<file path="src/hdl/foc_pkg.sv">
// Package of the fiber orientation color core: default widths, codes and the
// command and status types between controller and datapath. Depends on nothing.
package foc_pkg;

    localparam int FOC_COORD_BITS     = 24;
    localparam int FOC_UNIT_FRAC_BITS = 16;
    localparam int FOC_ID_BITS        = 24;

    localparam logic [7:0] ALPHA_OPAQUE = 8'hFF;

    localparam logic [1:0] PHASE_NONE   = 2'd0;
    localparam logic [1:0] PHASE_FIRST  = 2'd1;
    localparam logic [1:0] PHASE_MIDDLE = 2'd2;

    typedef struct packed {
        logic       capture;
        logic       hold_direct;
        logic       sq_step;
        logic       acc_step;
        logic [1:0] sq_sel;
        logic       sqrt_init;
        logic       sqrt_step;
        logic       div_init;
        logic       div_step;
        logic       emit_first;
        logic       emit_second;
        logic       use_sum;
        logic       last;
        logic       commit;
    } foc_cmd_t;

    typedef struct packed {
        logic out_free;
    } foc_status_t;

endpackage

</file>
<file path="src/hdl/foc_ctrl.sv">
// Controller of the fiber orientation color core: sequences squaring, square
// root, division and result transfers. Depends on foc_pkg.
module foc_ctrl
    import foc_pkg::*;
#(
    parameter int COORD_BITS     = FOC_COORD_BITS,
    parameter int UNIT_FRAC_BITS = FOC_UNIT_FRAC_BITS
)
(
    input  logic        clk,
    input  logic        rst_n,
    input  logic        in_valid,
    output logic        in_ready,
    input  logic        fiber_end,
    input  foc_status_t status,
    output foc_cmd_t    cmd
);

    localparam int ROOT_W    = COORD_BITS + 1;
    localparam int DIV_STEPS = UNIT_FRAC_BITS + 1;
    localparam int MAX_STEPS = (ROOT_W > DIV_STEPS) ? ROOT_W : DIV_STEPS;
    localparam int CNT_W     = $clog2(MAX_STEPS + 1);

    localparam logic [2:0] S_IDLE  = 3'd0;
    localparam logic [2:0] S_SQ    = 3'd1;
    localparam logic [2:0] S_SQRT  = 3'd2;
    localparam logic [2:0] S_DIV   = 3'd3;
    localparam logic [2:0] S_EMIT1 = 3'd4;
    localparam logic [2:0] S_EMIT2 = 3'd5;

    logic [2:0]       state_reg, state_next;
    logic [CNT_W-1:0] cnt_reg, cnt_next;
    logic [1:0]       phase_reg, phase_next;
    logic             last_reg, last_next;

    always_ff @(posedge clk or negedge rst_n)
    begin
        if (!rst_n)
        begin
            state_reg <= S_IDLE;
            cnt_reg   <= '0;
            phase_reg <= PHASE_NONE;
            last_reg  <= 1'b0;
        end
        else
        begin
            state_reg <= state_next;
            cnt_reg   <= cnt_next;
            phase_reg <= phase_next;
            last_reg  <= last_next;
        end
    end

    assign in_ready = (state_reg == S_IDLE);

    always_comb
    begin
        state_next = state_reg;
        cnt_next   = cnt_reg;
        phase_next = phase_reg;
        last_next  = last_reg;
        cmd        = '0;
        cmd.sq_sel = cnt_reg[1:0];
        cmd.last   = last_reg;
        cmd.use_sum = (phase_reg == PHASE_MIDDLE);
        case (state_reg)
            S_IDLE:
            begin
                if (in_valid)
                begin
                    if (phase_reg == PHASE_FIRST || phase_reg == PHASE_MIDDLE)
                    begin
                        cmd.capture = 1'b1;
                        last_next   = fiber_end;
                        cnt_next    = '0;
                        state_next  = S_SQ;
                    end
                    else
                    begin
                        cmd.hold_direct = 1'b1;
                        phase_next = fiber_end ? PHASE_NONE : PHASE_FIRST;
                    end
                end
            end
            S_SQ:
            begin
                cmd.sq_step  = (cnt_reg < CNT_W'(3));
                cmd.acc_step = (cnt_reg != '0);
                if (cnt_reg == CNT_W'(3))
                begin
                    cnt_next   = '0;
                    state_next = S_SQRT;
                end
                else
                begin
                    cnt_next = cnt_reg + 1'b1;
                end
            end
            S_SQRT:
            begin
                cmd.sqrt_init = (cnt_reg == '0);
                cmd.sqrt_step = (cnt_reg != '0);
                if (cnt_reg == CNT_W'(ROOT_W))
                begin
                    cnt_next   = '0;
                    state_next = S_DIV;
                end
                else
                begin
                    cnt_next = cnt_reg + 1'b1;
                end
            end
            S_DIV:
            begin
                cmd.div_init = (cnt_reg == '0);
                cmd.div_step = (cnt_reg != '0);
                if (cnt_reg == CNT_W'(DIV_STEPS))
                begin
                    cnt_next   = '0;
                    state_next = S_EMIT1;
                end
                else
                begin
                    cnt_next = cnt_reg + 1'b1;
                end
            end
            S_EMIT1:
            begin
                if (status.out_free)
                begin
                    cmd.emit_first = 1'b1;
                    if (last_reg)
                    begin
                        state_next = S_EMIT2;
                    end
                    else
                    begin
                        cmd.commit = 1'b1;
                        phase_next = PHASE_MIDDLE;
                        state_next = S_IDLE;
                    end
                end
            end
            S_EMIT2:
            begin
                if (status.out_free)
                begin
                    cmd.emit_second = 1'b1;
                    phase_next = PHASE_NONE;
                    state_next = S_IDLE;
                end
            end
            default:
            begin
                state_next = S_IDLE;
            end
        endcase
    end

endmodule

</file>
<file path="src/hdl/foc_datapath.sv">
// Datapath of the fiber orientation color core: held point, squarer, iterative
// square root, three division lanes and the output register. Depends on foc_pkg.
module foc_datapath
    import foc_pkg::*;
#(
    parameter int COORD_BITS     = FOC_COORD_BITS,
    parameter int UNIT_FRAC_BITS = FOC_UNIT_FRAC_BITS,
    parameter int ID_BITS        = FOC_ID_BITS
)
(
    input  logic                         clk,
    input  logic                         rst_n,
    input  foc_cmd_t                     cmd,
    output foc_status_t                  status,
    input  logic signed [COORD_BITS-1:0] point_x,
    input  logic signed [COORD_BITS-1:0] point_y,
    input  logic signed [COORD_BITS-1:0] point_z,
    input  logic        [ID_BITS-1:0]    point_id,
    output logic                         out_valid,
    input  logic                         out_ready,
    output logic        [ID_BITS-1:0]    color_id,
    output logic        [7:0]            red,
    output logic        [7:0]            green,
    output logic        [7:0]            blue,
    output logic        [7:0]            alpha,
    output logic                         fiber_done,
    output logic                         run_end
);

    localparam int C      = COORD_BITS;
    localparam int F      = UNIT_FRAC_BITS;
    localparam int D_W    = C + 1;
    localparam int SUM_W  = 2 * D_W;
    localparam int ROOT_W = D_W;
    localparam int DIV_W  = D_W + F;
    localparam int Q_W    = F + 1;
    localparam int U_W    = F + 2;
    localparam int S_W    = F + 3;
    localparam int P_W    = U_W + 8;

    logic [2:0][C-1:0]   held_reg, pt_reg;
    logic [ID_BITS-1:0]  held_id_reg, id_reg;
    logic [2:0][D_W-1:0] a_reg;
    logic [2:0]          neg_reg;
    logic [SUM_W-1:0]    sq_reg, sum_reg, rad_reg;
    logic [ROOT_W+1:0]   rem_reg;
    logic [ROOT_W-1:0]   root_reg;
    logic [2:0][DIV_W-1:0] remd_reg;
    logic [DIV_W-1:0]    den_reg;
    logic [2:0][Q_W-1:0] q_reg;
    logic [2:0][U_W-1:0] prev_reg;

    logic                out_valid_reg, out_valid_next;
    logic [ID_BITS-1:0]  color_id_reg;
    logic [2:0][7:0]     rgb_reg;
    logic                fiber_done_reg, run_end_reg;

    logic [2:0][C-1:0]   pt_in;
    logic [2:0][D_W-1:0] diff;
    logic [ROOT_W+2:0]   rem_sh, trial, rem_sub;
    logic                zero_len;
    logic [2:0][U_W-1:0] unit;
    logic [2:0][S_W-1:0] vsum;
    logic [2:0][U_W-1:0] vabs;
    logic [2:0][P_W-1:0] prod;
    logic [2:0][7:0]     col;
    logic                emit;

    assign pt_in = {point_z, point_y, point_x};
    assign zero_len = (root_reg == '0);
    assign emit = cmd.emit_first | cmd.emit_second;
    assign rem_sh  = {rem_reg[ROOT_W:0], rad_reg[SUM_W-1 -: 2]};
    assign trial   = {1'b0, root_reg, 2'b01};
    assign rem_sub = rem_sh - trial;

    always_comb
    begin
        for (int i = 0; i < 3; i++)
        begin
            diff[i] = {pt_in[i][C-1], pt_in[i]} - {held_reg[i][C-1], held_reg[i]};
            if (zero_len)
            begin
                unit[i] = '0;
            end
            else if (neg_reg[i])
            begin
                unit[i] = '0 - {1'b0, q_reg[i]};
            end
            else
            begin
                unit[i] = {1'b0, q_reg[i]};
            end
            vsum[i] = {prev_reg[i][U_W-1], prev_reg[i]} + {unit[i][U_W-1], unit[i]};
            if (cmd.emit_first && cmd.use_sum)
            begin
                vabs[i] = vsum[i][S_W-1] ? U_W'('0 - vsum[i]) : vsum[i][U_W-1:0];
            end
            else
            begin
                vabs[i] = zero_len ? '0 : {1'b0, q_reg[i]};
            end
            prod[i] = {vabs[i], 8'b0} - {8'b0, vabs[i]};
            col[i] = (cmd.emit_first && cmd.use_sum) ? prod[i][F+8 -: 8] : prod[i][F+7 -: 8];
        end
    end

    always_ff @(posedge clk)
    begin
        if (cmd.hold_direct)
        begin
            held_reg    <= pt_in;
            held_id_reg <= point_id;
        end
        else if (cmd.commit)
        begin
            held_reg    <= pt_reg;
            held_id_reg <= id_reg;
        end
        if (cmd.commit)
        begin
            prev_reg <= unit;
        end
        if (cmd.capture)
        begin
            pt_reg  <= pt_in;
            id_reg  <= point_id;
            sum_reg <= '0;
            for (int i = 0; i < 3; i++)
            begin
                neg_reg[i] <= diff[i][D_W-1];
                a_reg[i]   <= diff[i][D_W-1] ? ('0 - diff[i]) : diff[i];
            end
        end
        if (cmd.sq_step)
        begin
            sq_reg <= a_reg[cmd.sq_sel] * a_reg[cmd.sq_sel];
        end
        if (cmd.acc_step)
        begin
            sum_reg <= sum_reg + sq_reg;
        end
        if (cmd.sqrt_init)
        begin
            rad_reg  <= sum_reg;
            rem_reg  <= '0;
            root_reg <= '0;
        end
        else if (cmd.sqrt_step)
        begin
            rad_reg <= {rad_reg[SUM_W-3:0], 2'b00};
            if (rem_sh >= trial)
            begin
                rem_reg  <= rem_sub[ROOT_W+1:0];
                root_reg <= {root_reg[ROOT_W-2:0], 1'b1};
            end
            else
            begin
                rem_reg  <= rem_sh[ROOT_W+1:0];
                root_reg <= {root_reg[ROOT_W-2:0], 1'b0};
            end
        end
        if (cmd.div_init)
        begin
            den_reg <= {root_reg, {F{1'b0}}};
            for (int i = 0; i < 3; i++)
            begin
                remd_reg[i] <= {a_reg[i], {F{1'b0}}};
                q_reg[i]    <= '0;
            end
        end
        else if (cmd.div_step)
        begin
            den_reg <= {1'b0, den_reg[DIV_W-1:1]};
            for (int i = 0; i < 3; i++)
            begin
                if (remd_reg[i] >= den_reg)
                begin
                    remd_reg[i] <= remd_reg[i] - den_reg;
                    q_reg[i]    <= {q_reg[i][Q_W-2:0], 1'b1};
                end
                else
                begin
                    q_reg[i] <= {q_reg[i][Q_W-2:0], 1'b0};
                end
            end
        end
        if (emit)
        begin
            color_id_reg   <= cmd.emit_first ? held_id_reg : id_reg;
            rgb_reg        <= col;
            fiber_done_reg <= cmd.emit_second;
            run_end_reg    <= cmd.emit_second | ~cmd.last;
        end
    end

    always_comb
    begin
        if (emit)
        begin
            out_valid_next = 1'b1;
        end
        else if (out_ready)
        begin
            out_valid_next = 1'b0;
        end
        else
        begin
            out_valid_next = out_valid_reg;
        end
    end

    always_ff @(posedge clk or negedge rst_n)
    begin
        if (!rst_n)
        begin
            out_valid_reg <= 1'b0;
        end
        else
        begin
            out_valid_reg <= out_valid_next;
        end
    end

    assign status.out_free = ~out_valid_reg | out_ready;
    assign out_valid  = out_valid_reg;
    assign color_id   = color_id_reg;
    assign red        = rgb_reg[0];
    assign green      = rgb_reg[1];
    assign blue       = rgb_reg[2];
    assign alpha      = ALPHA_OPAQUE;
    assign fiber_done = fiber_done_reg;
    assign run_end    = run_end_reg;

endmodule

</file>
<file path="src/hdl/fiber_orientation_color_core.sv">
// Fiber orientation color core: one direction color per polyline point of a fiber
// of two or more points. The time from transfer of a point with a held predecessor
// to its first result is set by the bit-per-cycle square root and the
// shared-denominator division lanes; no new point is taken until that point's results
// are in the output register, while a first point is only held.
// Reset (rst_n low, asynchronous) empties the output and forgets the fiber.
module fiber_orientation_color_core
    import foc_pkg::*;
#(
    parameter int COORD_BITS     = FOC_COORD_BITS,
    parameter int UNIT_FRAC_BITS = FOC_UNIT_FRAC_BITS,
    parameter int ID_BITS        = FOC_ID_BITS
)
(
    input  logic                         clk,
    input  logic                         rst_n,
    input  logic                         in_valid,
    output logic                         in_ready,
    input  logic signed [COORD_BITS-1:0] point_x,
    input  logic signed [COORD_BITS-1:0] point_y,
    input  logic signed [COORD_BITS-1:0] point_z,
    input  logic        [ID_BITS-1:0]    point_id,
    input  logic                         fiber_end,
    output logic                         out_valid,
    input  logic                         out_ready,
    output logic        [ID_BITS-1:0]    color_id,
    output logic        [7:0]            red,
    output logic        [7:0]            green,
    output logic        [7:0]            blue,
    output logic        [7:0]            alpha,
    output logic                         fiber_done,
    output logic                         run_end
);

    foc_cmd_t    cmd;
    foc_status_t status;

    foc_ctrl #(
        .COORD_BITS     (COORD_BITS),
        .UNIT_FRAC_BITS (UNIT_FRAC_BITS)
    ) u_ctrl (
        .clk       (clk),
        .rst_n     (rst_n),
        .in_valid  (in_valid),
        .in_ready  (in_ready),
        .fiber_end (fiber_end),
        .status    (status),
        .cmd       (cmd)
    );

    foc_datapath #(
        .COORD_BITS     (COORD_BITS),
        .UNIT_FRAC_BITS (UNIT_FRAC_BITS),
        .ID_BITS        (ID_BITS)
    ) u_datapath (
        .clk        (clk),
        .rst_n      (rst_n),
        .cmd        (cmd),
        .status     (status),
        .point_x    (point_x),
        .point_y    (point_y),
        .point_z    (point_z),
        .point_id   (point_id),
        .out_valid  (out_valid),
        .out_ready  (out_ready),
        .color_id   (color_id),
        .red        (red),
        .green      (green),
        .blue       (blue),
        .alpha      (alpha),
        .fiber_done (fiber_done),
        .run_end    (run_end)
    );

endmodule

</file>
<file path="config.mk">
export PLATFORM = sky130hd
export DESIGN_NAME = fiber_orientation_color_core
export DESIGN_NICKNAME = d
export VERILOG_FILES = /design/src/hdl/foc_pkg.sv /design/src/hdl/foc_ctrl.sv /design/src/hdl/foc_datapath.sv /design/src/hdl/fiber_orientation_color_core.sv
export SDC_FILE = /design/constraint.sdc
export NUM_CORES = 2
export LEC_CHECK = 0
export BUFFER_PORTS_ARGS = -buffer_cell sky130_fd_sc_hd__clkbuf_2
export CAP_MARGIN = 5
export CORE_ASPECT_RATIO = 1.25
export CORE_UTILIZATION = 37
export CTS_CLUSTER_SIZE = 8
export DETAILED_ROUTE_END_ITERATION = 16
export SLEW_MARGIN = 20
export SYNTH_ARGS = -nofsm -noshare
export SYNTH_HDL_FRONTEND = slang
export SYNTH_HIERARCHICAL = 1
export SYNTH_SLANG_ARGS = --single-unit
</file>
<file path="constraint.sdc">
create_clock -name clk -period 12.7 [get_ports clk]
set_clock_uncertainty 0.05 [all_clocks]
set_input_delay 2.54 -clock clk [delete_from_list [all_inputs] [get_ports clk]]
set_output_delay 2.54 -clock clk [all_outputs]
set_load 0.01 [all_outputs]
</file>
* Word level (Yosys, flattened, before mapping)
Cells that the tools add are included.
** Storage, ports and cells
- Input port bits :: 101
- Logic and storage cells :: 207
- Output and inout port bits :: 60
- Register bits :: 802
** Cells by class
- $add $sub $neg :: 24
- Magnitude comparators :: 6
- $mul :: 1
- Bitwise gates (word level) :: 5
- Reduce and logical (&&, ||, !) cells :: 26
- Multiplexer cells :: 81
- Equality and inequality tests :: 19
** Operator list (count)
- $mux 123 :: 2
- $mux 18 :: 12
- $mux 41 :: 5
- $mux 50 :: 4
- $mux 24 :: 6
- $mux 72 :: 2
- $ge 41x41->1 :: 3
- $sub 41x41->41 :: 3
- $sub 1x25->25 const A :: 3
- $sub 24x24->25 :: 3
- $sub 25x18->25 :: 3
- $add 18x18->19 :: 3
- $sub 1x17->18 const A :: 3
- $sub 1x18->18 const A :: 3
- $mux 17 :: 3
- $add 50x50->50 :: 1
- $bmux 25 s2 :: 1
- $mul 25x25->50 :: 1
- $ge 28x27->1 :: 1
- $mux 26 :: 1
- $sub 26x26->26 :: 1
- $logic_not 25->1 :: 1
- $mux 25 :: 1
- $mux 5 :: 5
- other kinds (33) :: 91

* Depth between registers and ports, before layout
- Depth after elaboration :: 9
- Depth in mapped cells :: 37
- Depth with buffers taken out :: 33

* Hierarchy
The synthesis kept the hierarchy.
** By module, submodules not included
- foc_datapath :: area an instance 67938.9 um^2, times used 1, cells an instance 6936
- foc_ctrl :: area an instance 848.3 um^2, times used 1, cells an instance 100

* Worst setup path after synthesis
OpenSTA, ideal clock, no wires.
- Path kind :: in2reg
- Start :: input in_valid
- End :: register u_datapath.sum_reg[0], enable pin
- Path slack :: -1.335 ns
- Required time :: 12.264 ns
- Library setup time :: 0.386 ns
- Cell stages on the path :: 3
- Data arrival time :: 13.599 ns
- Cells stage by stage :: nand2b_1 nor4_2 or2_2
** RTL lines
- start: declaration :: line fiber_orientation_color_core.sv:17 : input logic in_valid,
- end signal: assignment :: line foc_datapath.sv:140 : sum_reg <= sum_reg + sq_reg;
- end: declaration :: line foc_datapath.sv:45 : logic [SUM_W-1:0] sq_reg, sum_reg, rad_reg;

* Worst setup path in the final report
- Start :: register u_ctrl.cnt_reg[1]
- End :: register u_datapath.sq_reg[46] (data pin)
** On the way
- Cells in the longest elaborated chain, start to end :: 3
** RTL lines
- start: declaration :: line foc_ctrl.sv:32 : logic [CNT_W-1:0] cnt_reg, cnt_next;
- start signal: assignment :: line foc_ctrl.sv:48 : cnt_reg <= cnt_next;
- $bmux 25 s2 :: line foc_datapath.sv:136 : sq_reg <= a_reg[cmd.sq_sel] * a_reg[cmd.sq_sel];
- $mux 25 (implied by the code) :: line foc_datapath.sv:136
- $mul 25x25->50 :: line foc_datapath.sv:136
- end signal: assignment :: line foc_datapath.sv:136
- end: declaration :: line foc_datapath.sv:45
Every way passes these cells. The select of a mux whose other input is x is not followed.
A chain may end at the register's enable or synchronous reset.

==> results_dict.tcl <==
set metrics [dict create \
    max_slew_margin 0.258 \
    r2r_end "u_datapath/sq_reg[46]" \
    seq_area_frac_synth 0.325 \
    htreeDepth 3 \
    gp_congestion 0.939 \
    wl_per_cell_um 18.5 \
    cp.required_ps 13080 \
    syn_inst 7036 \
    grt_antenna_before_repair 5 \
    drive_gt1_frac 0.0830 \
    reg2reg_slack_ps 2130 \
    multi_input_area_um2 42000 \
    syn_area_um2 68800 \
    cts_resized 0 \
    ios 161 \
    n_fill_cell 17900 \
    synth_cell_type_count 110 \
    clk_pin_slew_ps 60 \
    maxCapViolCount 0 \
    synth-edff-count 623 \
    min_period_over_period 0.832 \
    num_vias 50900 \
    dieArea_um2 188000 \
    synthFlopType "edfxtp_1" \
    cp_slowest_stage_delay_ps 910 \
    cts_setup_buffers 0 \
    outcome "completed" \
    grt_max_degree 186 \
    use_met1 0.237 \
    synth_warnings 6 \
    cp-end-kind "flip-flop" \
    crit_path_start_kind "flip-flop" \
    std_cell_rows 176 \
    cts-root-buf "clkbuf_16" \
    detail-route-antenna-nets 0 \
    tightest_slew_ps 1110 \
    fin_tns_setup_ps 0 \
    synth_area_per_cell_um2 9.78 \
    crit_arrival_ps 10950 \
    min-delay-start "u_datapath/remd_reg[15]" \
    grt_pass1_wl_um 283000 \
    core-area_um2 184000 \
    track_usage 0.189 \
    ys_ff_latch 801 \
    layout_min_cycle_time_ps 10570 \
    fin_nets 8244 \
    met2_usage 0.319 \
    grt_pass1_vias 51800 \
    finalSetupViolations 0 \
    port_buffers 152 \
    die_x_um 388 \
    reg2regPathDepth 29 \
    crit_path_top_delay_cell "nor2b_2" \
    reg2reg_from "u_ctrl/cnt_reg[1]" \
    drv_slew 0 \
    crit_top_cell "fa_1" \
    first_pass_iters 6 \
    cp_top_family "compound AO/OA/AOI/OAI gates" \
    cts_tree "done" \
    drt-initial-drc-count 3053 \
    hold_viol 0 \
    startpoint "u_ctrl/cnt_reg[1]" \
    cts_sinks 801 \
    largest_reg_flops 123 \
    clk_latency_ps 780 \
    holdBufCountCts 0 \
    numCtsBuffers 112 \
    setup.worst_path.class "reg2reg" \
    clockBufferDepth 3 \
    async_flop_share 0.0150 \
    cp_num_buf_inv 6 \
    cp_max_fo 32 \
    viasPerCell 5.30 \
    areaGrowthSynthToFinish_pct 9.66 \
    busiest_layer "met2" \
    min_path_cells 2 \
    clock.fmax_mhz 94.6 \
    die_h_um 484 \
    post-route-drc-count 0 \
    start_util 0.373 \
    min_delay_worst_endpoint "u_datapath/remd_reg[15]" \
    rsz0062_at_grt "false" \
    regArea_um2 22300 \
    drt_wl_total_um 178000 \
    min_path_type "reg2reg" \
    place_hpwl_um 136000 \
    grtUsageMet3 0.0257 \
    grt-ovfl-total 0 \
]
-- worst max-delay path by stage --
stage          slack [ps]                    end  cells after the start
2_1_floorplan        3000  u_datapath/sum_reg[0]                      3
3_3_place_gp         2270  u_datapath/sq_reg[46]                     28
3_5_place_dp         1920  u_datapath/sq_reg[46]                     28
4_1_cts              1880  u_datapath/sq_reg[46]                     28
5_1_grt              1250  u_datapath/sq_reg[49]                     31
6_report             2130  u_datapath/sq_reg[46]                     29
-- cell families (layout without fill, tap and decap cells) --
group,after synthesis,count (layout),synth area share
simple gates,1734,1734,0.115
compound gates,1485,1485,0.146
buf+inv,1201,1362,0.0665
fa+ha+maj,1022,1022,0.238
flops,801,801,0.325
xor+xnor,484,484,0.0616
mux,308,308,0.0480
other cells,1,9,0.0000545
-- stage by stage --
stage          hold WS, ps  utilization  instance area (um2)  setup WS, ps  instances
2_1_floorplan          382            -                68800          3000       7043
3_3_place_gp           392        0.391                72100          2270       9410
3_5_place_dp           404        0.391                72100          1920       9410
4_1_cts                418        0.409                75400          1880       9607
5_1_grt                435        0.409                75400          1250       9608
6_report               414        0.409                75400          2130       9608
-- cell usage in the layout, fill, tap and decap left out, types with 170 or more instances in the layout --
cell      count
a21o_1      220
a21oi_1     341
edfxtp_1    623
fa_1        475
ha_1        547
inv_1       951
mux2_2      170
nand2_1     494
nor2_1      636
o21ai_0     285
xnor2_1     278
xor2_1      206
-- cell usage after synthesis, types with 13 or more instances --
cell | number | area, um2
a211o_1 | 20 | 175
a211oi_1 | 63 | 473
a21o_1 | 220 | 1650
a21oi_1 | 344 | 1720
a22o_1 | 101 | 885
a31oi_1 | 52 | 325
and2_1 | 34 | 213
and3_1 | 46 | 288
and4_1 | 15 | 131
buf_1 | 22 | 82.6
clkbuf_1 | 195 | 732
dfxtp_1 | 166 | 3320
edfxtp_1 | 623 | 18700
fa_1 | 475 | 9510
ha_1 | 547 | 6840
inv_1 | 953 | 3580
mux2_2 | 170 | 1910
mux2i_1 | 136 | 1360
nand2_1 | 495 | 1860
nand2b_1 | 69 | 432
nand3_1 | 74 | 370
nand4_1 | 42 | 263
nor2_1 | 641 | 2410
nor2b_1 | 56 | 350
nor3_1 | 105 | 526
nor4_1 | 23 | 144
o211ai_1 | 26 | 195
o21a_1 | 60 | 450
o21ai_0 | 285 | 1430
o21ai_1 | 14 | 70.1
o21bai_1 | 45 | 338
o22ai_1 | 13 | 81.3
o31ai_1 | 42 | 315
o41ai_1 | 21 | 184
or2_2 | 32 | 200
or3_1 | 43 | 269
xnor2_1 | 278 | 2430
xor2_1 | 206 | 1800
-- layout make-up --
| class | instances | share of cell area |
|---|---|---|
| Multi-Input combinational cell | 5041 | 0.557 |
| Sequential cell | 801 | 0.296 |
| Inverter | 960 | 0.0478 |
| Clock buffer | 188 | 0.0415 |
| Tap cell | 2403 | 0.0399 |
| Timing Repair Buffer | 205 | 0.0155 |
| Clock inverter | 9 | 0.00250 |
| Antenna cell | 1 | 0.0000332 |
-- layer usage --
layer / wire (um) / share of wire
met1: 77400 / 0.43
met2: 83400 / 0.47
met3: 8630 / 0.048
met4: 8580 / 0.048
met5: 37 / 0.00021
-- worst reg2reg max path: cells and delay by family, from the launching register on --
| kind | cells | cell delay, ps |
|---|---|---|
| buffers and inverters | 6 | 1050 |
| DFF | 1 | 320 |
| AOI/OAI and AO/OA | 9 | 3580 |
| xor gates and xnor gates | 1 | 120 |
| and+or+nand+nor | 5 | 1650 |
| adders and majority gates | 8 | 3470 |
Power is left out: the tool's default activity adds up to more than one toggle a clock period on the data nets, which glitch-free logic cannot reach.
